File: src/sv/grs_pkg.sv
`timescale 1ns / 1ps

package grs_pkg;

    localparam int POS_WIDTH = 32;
    localparam int SEQ_WIDTH = 16;
    localparam int OUT_POS_WIDTH = 32;
    localparam int OUT_SEQ_WIDTH = 16;

    localparam logic [7:0] HEADER_MARK = 8'h3E;
    localparam logic [7:0] LINE_FEED = 8'h0A;
    localparam logic [7:0] MIN_GAP_RESET = 8'd3;
    localparam logic [7:0] GAP_CHAR_RESET = 8'd78;

    typedef enum logic [0:0] {
        REG_MIN_GAP  = 1'b0,
        REG_GAP_CHAR = 1'b1
    } cfg_reg_t;

    typedef enum logic [0:0] {
        CMD_BYTE  = 1'b0,
        CMD_FLUSH = 1'b1
    } cmd_t;

    typedef struct packed {
        logic [7:0] min_gap;
        logic [7:0] gap_char;
    } cfg_t;

    typedef struct packed {
        logic [OUT_POS_WIDTH-1:0] region_start;
        logic [OUT_POS_WIDTH-1:0] region_end;
        logic [OUT_SEQ_WIDTH-1:0] sequence_index;
    } result_t;

    function automatic logic [OUT_POS_WIDTH-1:0] pos_out(input logic [POS_WIDTH-1:0] p);
        logic [63:0] wide;
        wide = 64'(p);
        return wide[OUT_POS_WIDTH-1:0];
    endfunction

    function automatic logic [OUT_SEQ_WIDTH-1:0] seq_out(input logic [SEQ_WIDTH-1:0] s);
        logic [63:0] wide;
        wide = 64'(s);
        return wide[OUT_SEQ_WIDTH-1:0];
    endfunction

endpackage

File: src/sv/grs_cfg.sv
`timescale 1ns / 1ps

module grs_cfg (
    input  logic              clk,
    input  logic              rst_n,
    input  logic              cfg_valid,
    output logic              cfg_ready,
    input  grs_pkg::cfg_reg_t cfg_index,
    input  logic [7:0]        cfg_data,
    output grs_pkg::cfg_t     cfg
);
    import grs_pkg::*;

    logic [7:0] min_gap_reg;
    logic [7:0] gap_char_reg;

    assign cfg_ready = 1'b1;
    assign cfg.min_gap = min_gap_reg;
    assign cfg.gap_char = gap_char_reg;

    always_ff @(posedge clk or negedge rst_n)
    begin
        if (!rst_n)
        begin
            min_gap_reg <= MIN_GAP_RESET;
            gap_char_reg <= GAP_CHAR_RESET;
        end
        else if (cfg_valid && cfg_ready)
        begin
            unique case (cfg_index)
                REG_MIN_GAP:  min_gap_reg <= cfg_data;
                REG_GAP_CHAR: gap_char_reg <= cfg_data;
                default:      min_gap_reg <= min_gap_reg;
            endcase
        end
    end

endmodule

File: src/sv/grs_core.sv
`timescale 1ns / 1ps

module grs_core (
    input  logic              clk,
    input  logic              rst_n,
    input  logic              accept,
    input  logic              cmd,
    input  logic [7:0]        text_byte,
    input  grs_pkg::cfg_t     cfg,
    output logic              res_valid,
    output grs_pkg::result_t  res
);
    import grs_pkg::*;

    logic [POS_WIDTH-1:0] position_reg, position_next;
    logic [POS_WIDTH-1:0] open_start_reg, open_start_next;
    logic [POS_WIDTH-1:0] gap_run_reg, gap_run_next;
    logic [SEQ_WIDTH-1:0] seq_count_reg, seq_count_next;
    logic                 in_header_reg, in_header_next;
    logic                 line_start_reg, line_start_next;

    logic [7:0]           thr;
    logic [POS_WIDTH-1:0] split_end;
    logic [POS_WIDTH-1:0] emit_end;
    logic                 emit;

    assign thr = (cfg.min_gap == 8'd0) ? 8'd1 : cfg.min_gap;
    assign split_end = (gap_run_reg <= position_reg) ? position_reg - gap_run_reg : '0;

    always_comb
    begin
        position_next = position_reg;
        open_start_next = open_start_reg;
        gap_run_next = gap_run_reg;
        seq_count_next = seq_count_reg;
        in_header_next = in_header_reg;
        line_start_next = line_start_reg;
        emit = 1'b0;
        emit_end = position_reg;
        priority if (cmd_t'(cmd) == CMD_FLUSH)
        begin
            emit = (position_reg != '0);
            position_next = '0;
            open_start_next = '0;
            gap_run_next = '0;
            seq_count_next = '0;
            in_header_next = 1'b0;
            line_start_next = 1'b1;
        end
        else if (in_header_reg)
        begin
            if (text_byte == LINE_FEED)
            begin
                in_header_next = 1'b0;
                line_start_next = 1'b1;
            end
        end
        else if (text_byte == LINE_FEED)
        begin
            line_start_next = 1'b1;
        end
        else if (line_start_reg && text_byte == HEADER_MARK)
        begin
            emit = (position_reg != '0);
            if (!(&seq_count_reg))
                seq_count_next = seq_count_reg + 1'b1;
            position_next = '0;
            open_start_next = '0;
            gap_run_next = '0;
            in_header_next = 1'b1;
            line_start_next = 1'b0;
        end
        else
        begin
            line_start_next = 1'b0;
            if (text_byte == cfg.gap_char)
            begin
                if (!(&gap_run_reg))
                    gap_run_next = gap_run_reg + 1'b1;
            end
            else
            begin
                if (gap_run_reg >= POS_WIDTH'(thr))
                begin
                    emit = 1'b1;
                    emit_end = split_end;
                    open_start_next = position_reg;
                end
                gap_run_next = '0;
            end
            if (!(&position_reg))
                position_next = position_reg + 1'b1;
        end
    end

    assign res_valid = accept && emit;
    assign res.region_start = pos_out(open_start_reg);
    assign res.region_end = pos_out(emit_end);
    assign res.sequence_index = seq_out(seq_count_reg);

    always_ff @(posedge clk or negedge rst_n)
    begin
        if (!rst_n)
        begin
            position_reg <= '0;
            open_start_reg <= '0;
            gap_run_reg <= '0;
            seq_count_reg <= '0;
            in_header_reg <= 1'b0;
            line_start_reg <= 1'b1;
        end
        else if (accept)
        begin
            position_reg <= position_next;
            open_start_reg <= open_start_next;
            gap_run_reg <= gap_run_next;
            seq_count_reg <= seq_count_next;
            in_header_reg <= in_header_next;
            line_start_reg <= line_start_next;
        end
    end

    assert property (@(posedge clk) disable iff (!rst_n)
        in_header_reg |-> !line_start_reg)
        else $error("header and line start both set");

    assert property (@(posedge clk) disable iff (!rst_n)
        (accept && cmd_t'(cmd) == CMD_FLUSH) |=> (position_reg == '0 && seq_count_reg == '0))
        else $error("flush did not clear state");

    assert property (@(posedge clk) disable iff (!rst_n)
        in_header_reg |-> (position_reg == '0 && gap_run_reg == '0))
        else $error("position advanced inside header");

endmodule

File: src/sv/grs_obuf.sv
`timescale 1ns / 1ps

module grs_obuf (
    input  logic             clk,
    input  logic             rst_n,
    input  logic             push,
    input  grs_pkg::result_t push_data,
    output logic             has_room,
    output logic             out_valid,
    input  logic             out_ready,
    output grs_pkg::result_t out_data
);
    import grs_pkg::*;

    result_t    head_reg, head_next;
    result_t    skid_reg, skid_next;
    logic [1:0] count_reg, count_next;
    logic       pop;

    assign out_valid = (count_reg != 2'd0);
    assign has_room = (count_reg != 2'd2);
    assign out_data = head_reg;
    assign pop = out_valid && out_ready;

    always_comb
    begin
        head_next = head_reg;
        skid_next = skid_reg;
        count_next = count_reg;
        unique case ({push, pop})
            2'b10:
            begin
                if (count_reg == 2'd0)
                    head_next = push_data;
                else
                    skid_next = push_data;
                count_next = count_reg + 2'd1;
            end
            2'b01:
            begin
                head_next = skid_reg;
                count_next = count_reg - 2'd1;
            end
            2'b11:
            begin
                if (count_reg == 2'd1)
                    head_next = push_data;
                else
                begin
                    head_next = skid_reg;
                    skid_next = push_data;
                end
            end
            default:
            begin
                count_next = count_reg;
            end
        endcase
    end

    always_ff @(posedge clk or negedge rst_n)
    begin
        if (!rst_n)
            count_reg <= 2'd0;
        else
            count_reg <= count_next;
    end

    always_ff @(posedge clk)
    begin
        head_reg <= head_next;
        skid_reg <= skid_next;
    end

    assert property (@(posedge clk) disable iff (!rst_n)
        count_reg != 2'd3)
        else $error("output buffer count out of range");

    assert property (@(posedge clk) disable iff (!rst_n)
        push |-> has_room)
        else $error("request pushed into full buffer");

    assert property (@(posedge clk) disable iff (!rst_n)
        (count_reg == 2'd2 && pop) |=> (count_reg == 2'd1 && head_reg == $past(skid_reg)))
        else $error("skid entry not advanced");

endmodule

File: src/sv/gap_run_region_splitter.sv
`timescale 1ns / 1ps
// One request per cycle while in_ready is high; results are registered in the
// output buffer. The per-byte state update is one combinational pass.
// A two-entry output buffer keeps in_ready high while one result waits on out_ready.
// Reset (rst_n low, asynchronous): counters cleared, min_gap = 3, gap_char = 'N',
// output buffer empty.
module gap_run_region_splitter (
    input  logic                                clk,
    input  logic                                rst_n,
    input  logic                                cfg_valid,
    output logic                                cfg_ready,
    input  grs_pkg::cfg_reg_t                   cfg_index,
    input  logic [7:0]                          cfg_data,
    input  logic                                in_valid,
    output logic                                in_ready,
    input  logic                                cmd,
    input  logic [7:0]                          text_byte,
    output logic                                out_valid,
    input  logic                                out_ready,
    output logic [grs_pkg::OUT_POS_WIDTH-1:0]   region_start,
    output logic [grs_pkg::OUT_POS_WIDTH-1:0]   region_end,
    output logic [grs_pkg::OUT_SEQ_WIDTH-1:0]   sequence_index
);
    import grs_pkg::*;

    cfg_t    cfg;
    result_t res;
    result_t out_data;
    logic    res_valid;
    logic    accept;

    assign accept = in_valid && in_ready;

    grs_cfg u_cfg (
        .clk       (clk),
        .rst_n     (rst_n),
        .cfg_valid (cfg_valid),
        .cfg_ready (cfg_ready),
        .cfg_index (cfg_index),
        .cfg_data  (cfg_data),
        .cfg       (cfg)
    );

    grs_core u_core (
        .clk       (clk),
        .rst_n     (rst_n),
        .accept    (accept),
        .cmd       (cmd),
        .text_byte (text_byte),
        .cfg       (cfg),
        .res_valid (res_valid),
        .res       (res)
    );

    grs_obuf u_obuf (
        .clk       (clk),
        .rst_n     (rst_n),
        .push      (res_valid),
        .push_data (res),
        .has_room  (in_ready),
        .out_valid (out_valid),
        .out_ready (out_ready),
        .out_data  (out_data)
    );

    assign region_start = out_data.region_start;
    assign region_end = out_data.region_end;
    assign sequence_index = out_data.sequence_index;

endmodule
File: config.mk
export PLATFORM = sky130hd
export DESIGN_NAME = gap_run_region_splitter
export DESIGN_NICKNAME = d
export VERILOG_FILES = /design/src/sv/grs_pkg.sv /design/src/sv/grs_cfg.sv /design/src/sv/grs_core.sv /design/src/sv/grs_obuf.sv /design/src/sv/gap_run_region_splitter.sv
export SDC_FILE = /design/constraint.sdc
export NUM_CORES = 1
export LEC_CHECK = 0
export ABC_AREA = 1
export BUFFER_PORTS_ARGS = -buffer_cell sky130_fd_sc_hd__clkbuf_2
export CORE_AREA = 4 4 168 170
export CTS_BUF_LIST = sky130_fd_sc_hd__clkbuf_8
export CTS_CLUSTER_DIAMETER = 50
export DETAILED_ROUTE_END_ITERATION = 10
export DIE_AREA = 0 0 172 174
export PLACE_DENSITY = 0.83
export SYNTH_ARGS = -nofsm -noshare
export SYNTH_HDL_FRONTEND = slang
export SYNTH_SLANG_ARGS = --single-unit
export TNS_END_PERCENT = 100
File: constraint.sdc
create_clock -name clk -period 11.3 [get_ports clk]
set_clock_uncertainty 0.2 [all_clocks]
set_input_delay 1.695 -clock clk [delete_from_list [all_inputs] [get_ports clk]]
set_output_delay 1.695 -clock clk [all_outputs]
set_load 0.05 [all_outputs]
==> results of run 1 <==
[per-stage QoR]
step,std cells,util [%]
4_1_cts,2565,69.61
3_3_place_gp,2476,66.15
6_report,2565,69.61
2_1_floorplan,2084,-
3_5_place_dp,2476,66.15
5_1_grt,2565,69.61
[kinds of logic (layout without fill, tap and decap cells)]
kind of cell / Yosys count / after routing
other: 1 / 1
and+or+nand+nor: 1058 / 1058
adders and majority gates: 51 / 51
DFF: 292 / 292
buffers and inverters: 365 / 505
xor gates and xnor gates: 82 / 82
AOI/OAI and AO/OA: 235 / 235
[power by group through the flow]
| stage | combinational [mW] | clock (mW) | sequential, mW |
|---|---|---|---|
| 4_1_cts | 1.28 | 0.896 | 1.54 |
| 2_1_floorplan | 0.580 | 0 | 1.98 |
| 5_1_grt | 1.37 | 0.947 | 1.56 |
| 3_3_place_gp | 1.25 | 0 | 1.55 |
| 3_5_place_dp | 1.27 | 0 | 1.56 |
| 6_report | 1.27 | 0.884 | 1.54 |
[metal layers]
metal	GRT usage, %	up-vias	part of all wire (%)
li1	-	6998	-
met1	42.66	6833	42
met2	49.95	687	46
met3	5.754	122	8.4
met4	12.02	0	4.3
met5	0.1672	-	0
[worst max-delay path, delay by kind of cell]
kind / cells / cell delay (ns)
buffers and inverters: 7 / 2.75
AND/OR/NAND/NOR: 3 / 0.56
adder cells (fa/ha/maj): 1 / 0.22
AO/OA/AOI/OAI: 2 / 0.83
[area by class of cell]
class                      count  area, um^2  area share [%]
clock buffer                  51       701.9           3.773
clock inverter                38       221.5           1.190
inverter                     297        1115           5.993
multi-input combinational   1427        7386           39.70
sequential                   292        8117           43.63
tap                          341       426.7           2.294
timing repair buffer         119       635.6           3.417
[worst paths after layout]
check / slack, ns / startpoint / end
max in group asynchronous: 8.41 / rst_n / u_core.seq_count_reg[14]
worst max-delay path: 5.13 / cmd / u_obuf.skid_reg[19]
worst min-delay path: 0.24 / u_core.open_start_reg[6] / u_obuf.skid_reg[54]
worst min register to register: 0.24 / u_core.open_start_reg[6] / u_obuf.skid_reg[54]
min in group asynchronous: 1.03 / rst_n / u_core.gap_run_reg[29]
worst max register to register: 6.31 / u_cfg.min_gap_reg[1] / u_obuf.skid_reg[19]
[placed cells by master (no fill, tap or decap), drive strengths merged, types with 13 or more instances in the layout]
| cell | n |
|---|---|
| xor2 | 56 |
| buf | 16 |
| clkinv | 13 |
| nor2 | 135 |
| nand2 | 618 |
| inv | 319 |
| ha | 50 |
| dfrtp | 125 |
| clkbuf | 154 |
| nor3 | 107 |
| xnor2 | 26 |
| nand4 | 34 |
| a21oi | 29 |
| edfxtp | 160 |
| o22ai | 16 |
| nand3 | 142 |
| o21ai | 178 |
==> impl_metrics.env, run 1 <==
export IMPL_outcome="complete, no violations"
export IMPL_hpwl_um=35030
export IMPL_yosysMostFrequentCell="nand2_1"
export IMPL_clock_latency_ns=0.57
export IMPL_holdBufCountCts=0
export IMPL_cp_max_fo=68
export IMPL_synth_area_top_cells="edfxtp_1 28%, dfrtp_1 18%, nand2_1 14%, inv_1 6.3%, o21ai_0 4.0%"
export IMPL_p_comb_share_pct=34.4
export IMPL_fin_crit_sh_pct=54.63
export IMPL_p_per_area_mw_per_mm2=198.8
export IMPL_fillers=2162
export IMPL_maxCapViolations=0
export IMPL_clockRootBuffer="clkbuf_8"
export IMPL_die_area_mm2=0.02993
export IMPL_synthArstFlopShare_pct=45.21
export IMPL_ys_seq_elements=292
export IMPL_syn_avg_cell_area_um2=8.121
export IMPL_numCtsBuffers=48
export IMPL_p_leak_nw=8.355
export IMPL_cts_buffer_depth=3
export IMPL_synth_top_area_share_pct=28.39
export IMPL_synth_simple_area_share_pct=27.33
export IMPL_synth_compound_area_share_pct=7.962
export IMPL_crit_chain="clkbuf_2 -> clkinv_1 -> buf_4 -> nand2_2 -> inv_2 -> a21oi_4 -> buf_4 -> nand2_1 -> inv_1 -> ha_1 -> nor2_1 -> a211oi_4 -> buf_4"
export IMPL_worst_slack_ns=5.127
export IMPL_period_minus_slack_ns=6.173
export IMPL_place_area_mm2=0.01768
export IMPL_synth_fa_ha_area_share_pct=3.815
export IMPL_synth_nets=2158
export IMPL_synthCells=2084
export IMPL_swShare_pct=41.21
export IMPL_grt_pass1_wl_um=73930
export IMPL_synth_mux_area_share_pct=0
export IMPL_tightestPinTransition_ns=1.005
export IMPL_max_stage_delay_ns=0.77
export IMPL_post_place_ws_ns=4.562
export IMPL_post_drt_via_cell_ratio=5.708
export IMPL_seqPwrFrac_pct=41.6
export IMPL_clockPowerShare_pct=23.9
export IMPL_row_count=60
export IMPL_antenna_cells=0
export IMPL_final_nets=2259
export IMPL_layout_drive_gt1_share_pct=11.78
export IMPL_whs_path_depth=0
export IMPL_coreArea_mm2=0.02673
export IMPL_areaGrowthSynthToFinish_pct=9.921
export IMPL_reg2reg_depth=18
export IMPL_crit_required_ns=11.27
export IMPL_postCtsSetupBuffers=0
export IMPL_cp_common_cell="buf_4"
export IMPL_avgRoutedWirePerCell_um=18.44
export IMPL_path_class="in2reg"
export IMPL_drtPass1Iterations=5
export IMPL_ioPinCount=106
export IMPL_synth_edf_count=160
export IMPL_ys_flop_type="edfxtp_1"
export IMPL_die_width_um=172
export IMPL_netlist_top_cells_count="609 x nand2_1, 282 x inv_1, 160 x edfxtp_1, 136 x o21ai_0, 129 x nand3_1"
export IMPL_htree_levels=2
export IMPL_first_iter_violations=1302
export IMPL_synthDistinctLibCells=45
export IMPL_worst_ep_arrival_time_ns=6.15
export IMPL_power_switching_mw=1.524
export IMPL_cts_clk_slew_worst_paths_ns=0.06
export IMPL_grt_max_degree=81
export IMPL_totalWireLength_um=47310
export IMPL_synth_top_family_by_area="simple AND/OR/NAND/NOR gates"
export IMPL_portBuffers=104
export IMPL_ys_warn_count=0
export IMPL_grt_ovfl_total=0
export IMPL_place_congestion=0.9674
export IMPL_crit_path_start_kind="input port"
export IMPL_drc=0
export IMPL_slowest_stage="buf_4"
export IMPL_slew_viol_final=0
export IMPL_num_vias=14640
export IMPL_slew_headroom_pct=32.94
export IMPL_rsz0062_at_grt="false"
export IMPL_peakVddDrop_mv=0.1804
export IMPL_yosys_area_top_type="edfxtp_1"
export IMPL_fin_tns_setup_ns=0
export IMPL_ant_nets=0
export IMPL_hold_path_class="reg2reg"
export IMPL_grt_antenna_before_repair=0
export IMPL_max_freq_mhz=162.0
export IMPL_grt_pass1_vias=13910
export IMPL_cts_tree="done"
export IMPL_cts_sinks=292
export IMPL_hold_violations=0
export IMPL_yosysSeqAreaShare_pct=47.96
export IMPL_power_total_mw=3.698
export IMPL_synthesis_area_mm2=0.01692
export IMPL_setup_worst_path_end_class="flip-flop"
export IMPL_initial_core_util_pct=63.32
export IMPL_final_area_mm2=0.01860
export IMPL_grt_usage_pct=31.31
export IMPL_post_cts_resized=0
export IMPL_intPower_mw=2.174
export IMPL_synthXorXnorAreaFrac_pct=4.244
export IMPL_setup_viol=0
export IMPL_whs_ns=0.2409
export IMPL_die_y_um=174
Note: power is estimated with default switching activity, not from simulation.
==> run 2, diff against run 1 <==
Settings changed: ABC_AREA 1 to 0, CORE_AREA 4 4 168 170 to 4 4 158 160, DIE_AREA 0 0 172 174 to 0 0 162 164, PLACE_DENSITY 0.83 to 0.82.
Clock period 11.3 ns to 6.13 ns, I/O delays scaled along.
==> run 2 against run 1 <==
First-iteration DRC count is 23% lower. Clock power is 110% higher. Routed wire length is 26% lower. Sequential power is 75% higher. Cell count is 29% lower. Die area is 11% lower. Critical path depth stayed put.
==> impl_metrics.env, run 2 <==
export IMPL_p_per_area_mw_per_mm2=383.1
export IMPL_avgRoutedWirePerCell_um=19.05
export IMPL_path_class="reg2reg"
export IMPL_ant_nets=0
export IMPL_place_area_mm2=0.01549
export IMPL_post_drt_via_cell_ratio=6.043
export IMPL_die_area_mm2=0.02657
export IMPL_intPower_mw=4.022
export IMPL_netlist_top_cells_count="164 x nand2_1, 160 x edfxtp_1, 125 x dfrtp_1, 121 x o21ai_0, 90 x nor2_1"
export IMPL_swShare_pct=36.65
export IMPL_syn_avg_cell_area_um2=10.66
export IMPL_areaGrowthSynthToFinish_pct=12.42
export IMPL_synth_simple_area_share_pct=14.17
export IMPL_synth_area_top_cells="edfxtp_1 33%, dfrtp_1 21%, ha_1 4.2%, nand2_1 4.2%, o21ai_0 4.1%"
export IMPL_synth_top_area_share_pct=32.59
export IMPL_fin_crit_sh_pct=77.26
export IMPL_ioPinCount=106
export IMPL_clockPowerShare_pct=29.3
export IMPL_antenna_cells=0
export IMPL_synthesis_area_mm2=0.01474
export IMPL_outcome="complete, no violations"
export IMPL_max_freq_mhz=211.1
export IMPL_die_width_um=162
export IMPL_place_congestion=0.9282
export IMPL_power_switching_mw=2.327
export IMPL_coreArea_mm2=0.02340
export IMPL_hold_path_class="reg2reg"
export IMPL_ys_seq_elements=292
export IMPL_r2r_start="u_core.position_reg[0]"
export IMPL_grt_pass1_vias=10870
export IMPL_period_minus_slack_ns=4.736
export IMPL_crit_path_start_kind="flip-flop"
export IMPL_ys_flop_type="edfxtp_1"
export IMPL_yosysSeqAreaShare_pct=55.05
export IMPL_initial_core_util_pct=63.00
export IMPL_setup_worst_path_end_class="flip-flop"
export IMPL_maxCapViolations=0
export IMPL_drtPass1Iterations=6
export IMPL_synth_edf_count=160
export IMPL_p_leak_nw=6.827
export IMPL_cts_clk_slew_worst_paths_ns=0.06
export IMPL_synth_top_family_by_area="compound AO/OA/AOI/OAI gates"
export IMPL_synth_nets=1457
export IMPL_power_total_mw=6.349
export IMPL_setup_viol=0
export IMPL_grt_usage_pct=26.39
export IMPL_synthCells=1383
export IMPL_yosys_area_top_type="edfxtp_1"
export IMPL_p_comb_share_pct=28.3
export IMPL_num_vias=11040
export IMPL_seqPwrFrac_pct=42.5
export IMPL_row_count=56
export IMPL_synthDistinctLibCells=72
export IMPL_drc=0
export IMPL_reg2reg_depth=13
export IMPL_startpoint="u_core.position_reg[0]"
export IMPL_hpwl_um=24960
export IMPL_post_cts_resized=0
export IMPL_grt_antenna_before_repair=1
export IMPL_tightestPinTransition_ns=1.218
export IMPL_synth_mux_area_share_pct=0.7637
export IMPL_holdBufCountCts=1
export IMPL_postCtsSetupBuffers=0
export IMPL_synthXorXnorAreaFrac_pct=5.287
export IMPL_whs_ns=0.2788
export IMPL_synthArstFlopShare_pct=45.21
export IMPL_final_nets=1541
export IMPL_grt_pass1_wl_um=56050
export IMPL_slew_headroom_pct=17.93
export IMPL_dp_cells=1735
export IMPL_grt_ovfl_total=0
export IMPL_cts_tree="done"
export IMPL_whs_path_depth=0
export IMPL_stdcell_count=1826
export IMPL_min_from="u_core.open_start_reg[18]"
export IMPL_worst_ep_arrival_time_ns=4.80
export IMPL_htree_levels=2
export IMPL_synth_compound_area_share_pct=16.49
export IMPL_clockRootBuffer="clkbuf_8"
export IMPL_synth_fa_ha_area_share_pct=4.379
export IMPL_numCtsBuffers=48
export IMPL_rsz0062_at_grt="false"
export IMPL_cp_max_fo=20
export IMPL_clock_latency_ns=0.58
export IMPL_grt_max_degree=76
export IMPL_final_area_mm2=0.01658
export IMPL_cts_buffer_depth=3
export IMPL_crit_required_ns=6.20
export IMPL_cts_sinks=292
export IMPL_peakVddDrop_mv=0.3008
export IMPL_fillers=1710
export IMPL_die_y_um=164
export IMPL_ys_warn_count=0
export IMPL_fin_tns_setup_ns=0
export IMPL_layout_drive_gt1_share_pct=15.26
export IMPL_yosysMostFrequentCell="nand2_1"
export IMPL_hold_violations=0
export IMPL_layout_commonest_cell="nand2_1"
export IMPL_slew_viol_final=0
export IMPL_most_common_layout_cells="163 x nand2_1, 160 x edfxtp_1, 125 x dfrtp_1"
export IMPL_totalWireLength_um=34780
export IMPL_first_iter_violations=997
export IMPL_portBuffers=104
## run 2: power by group through the flow
| stage | clock [mW] | sequential (mW) | combinational [mW] |
|---|---|---|---|
| finish | 1.86 | 2.70 | 1.80 |
| global route | 1.99 | 2.72 | 1.92 |
| CTS | 1.88 | 2.70 | 1.80 |
| detailed placement | 0 | 2.73 | 1.80 |
| global placement | 0 | 2.72 | 1.77 |
| floorplan | 0 | 3.30 | 0.754 |
## run 2: path summary, 6_finish.rpt
check / end / slack, ns
worst max-delay path: u_obuf.out_data[43] / 1.39
worst max register to register: u_obuf.out_data[43] / 1.39
worst min-delay path: u_obuf.skid_reg[66] / 0.28
min in group asynchronous: u_cfg.gap_char_reg[7] / 0.55
max in group asynchronous: u_core.position_reg[30] / 3.95
worst min register to register: u_obuf.skid_reg[66] / 0.28
## run 2: critical path: stages (launching register included)
cell and delay, ns:
dfrtp_1 0.46, inv_1 0.20, ha_1 0.21, inv_1 0.06
fa_1 0.41, a211oi_1 0.35, o21ai_0 0.20, nand2_1 0.21
o221ai_2 0.16, o21a_1 0.24, a211oi_4 0.61, nor2_2 0.30
nand2_1 0.58, o21ai_0 0.22
## run 2: cells by family after synthesis
family / Yosys count
simple gates: 437
compound gates: 359
xor+xnor: 89
buf+inv: 144
fa+ha+maj: 51
mux: 10
other cells: 1
flops: 292
## run 2: metal layers
metal | track usage [%] | vias to the layer above | wire length [um]
li1 | - | 5248 | -
met1 | 35.41 | 5250 | 14740
met2 | 42.81 | 436 | 16280
met3 | 4.743 | 99 | 2408
met4 | 11.34 | 2 | 1343
met5 | 0 | - | 13
## run 2: per-stage QoR
stage	util, %	setup slack [ns]
global placement	66.20	1.398
CTS	70.83	1.495
detailed placement	66.20	1.324
global route	70.83	1.214
floorplan	-	0.6325
finish	70.83	1.394
## run 2: cell type report
class | count | area (um^2) | share of cell area, %
Clock buffer | 54 | 743.2 | 4.484
Clock inverter | 36 | 330.3 | 1.993
Inverter | 59 | 221.5 | 1.336
Multi-Input combinational cell | 947 | 6115 | 36.89
Sequential cell | 292 | 8117 | 48.97
Tap cell | 319 | 399.1 | 2.408
Timing Repair Buffer | 119 | 650.6 | 3.925
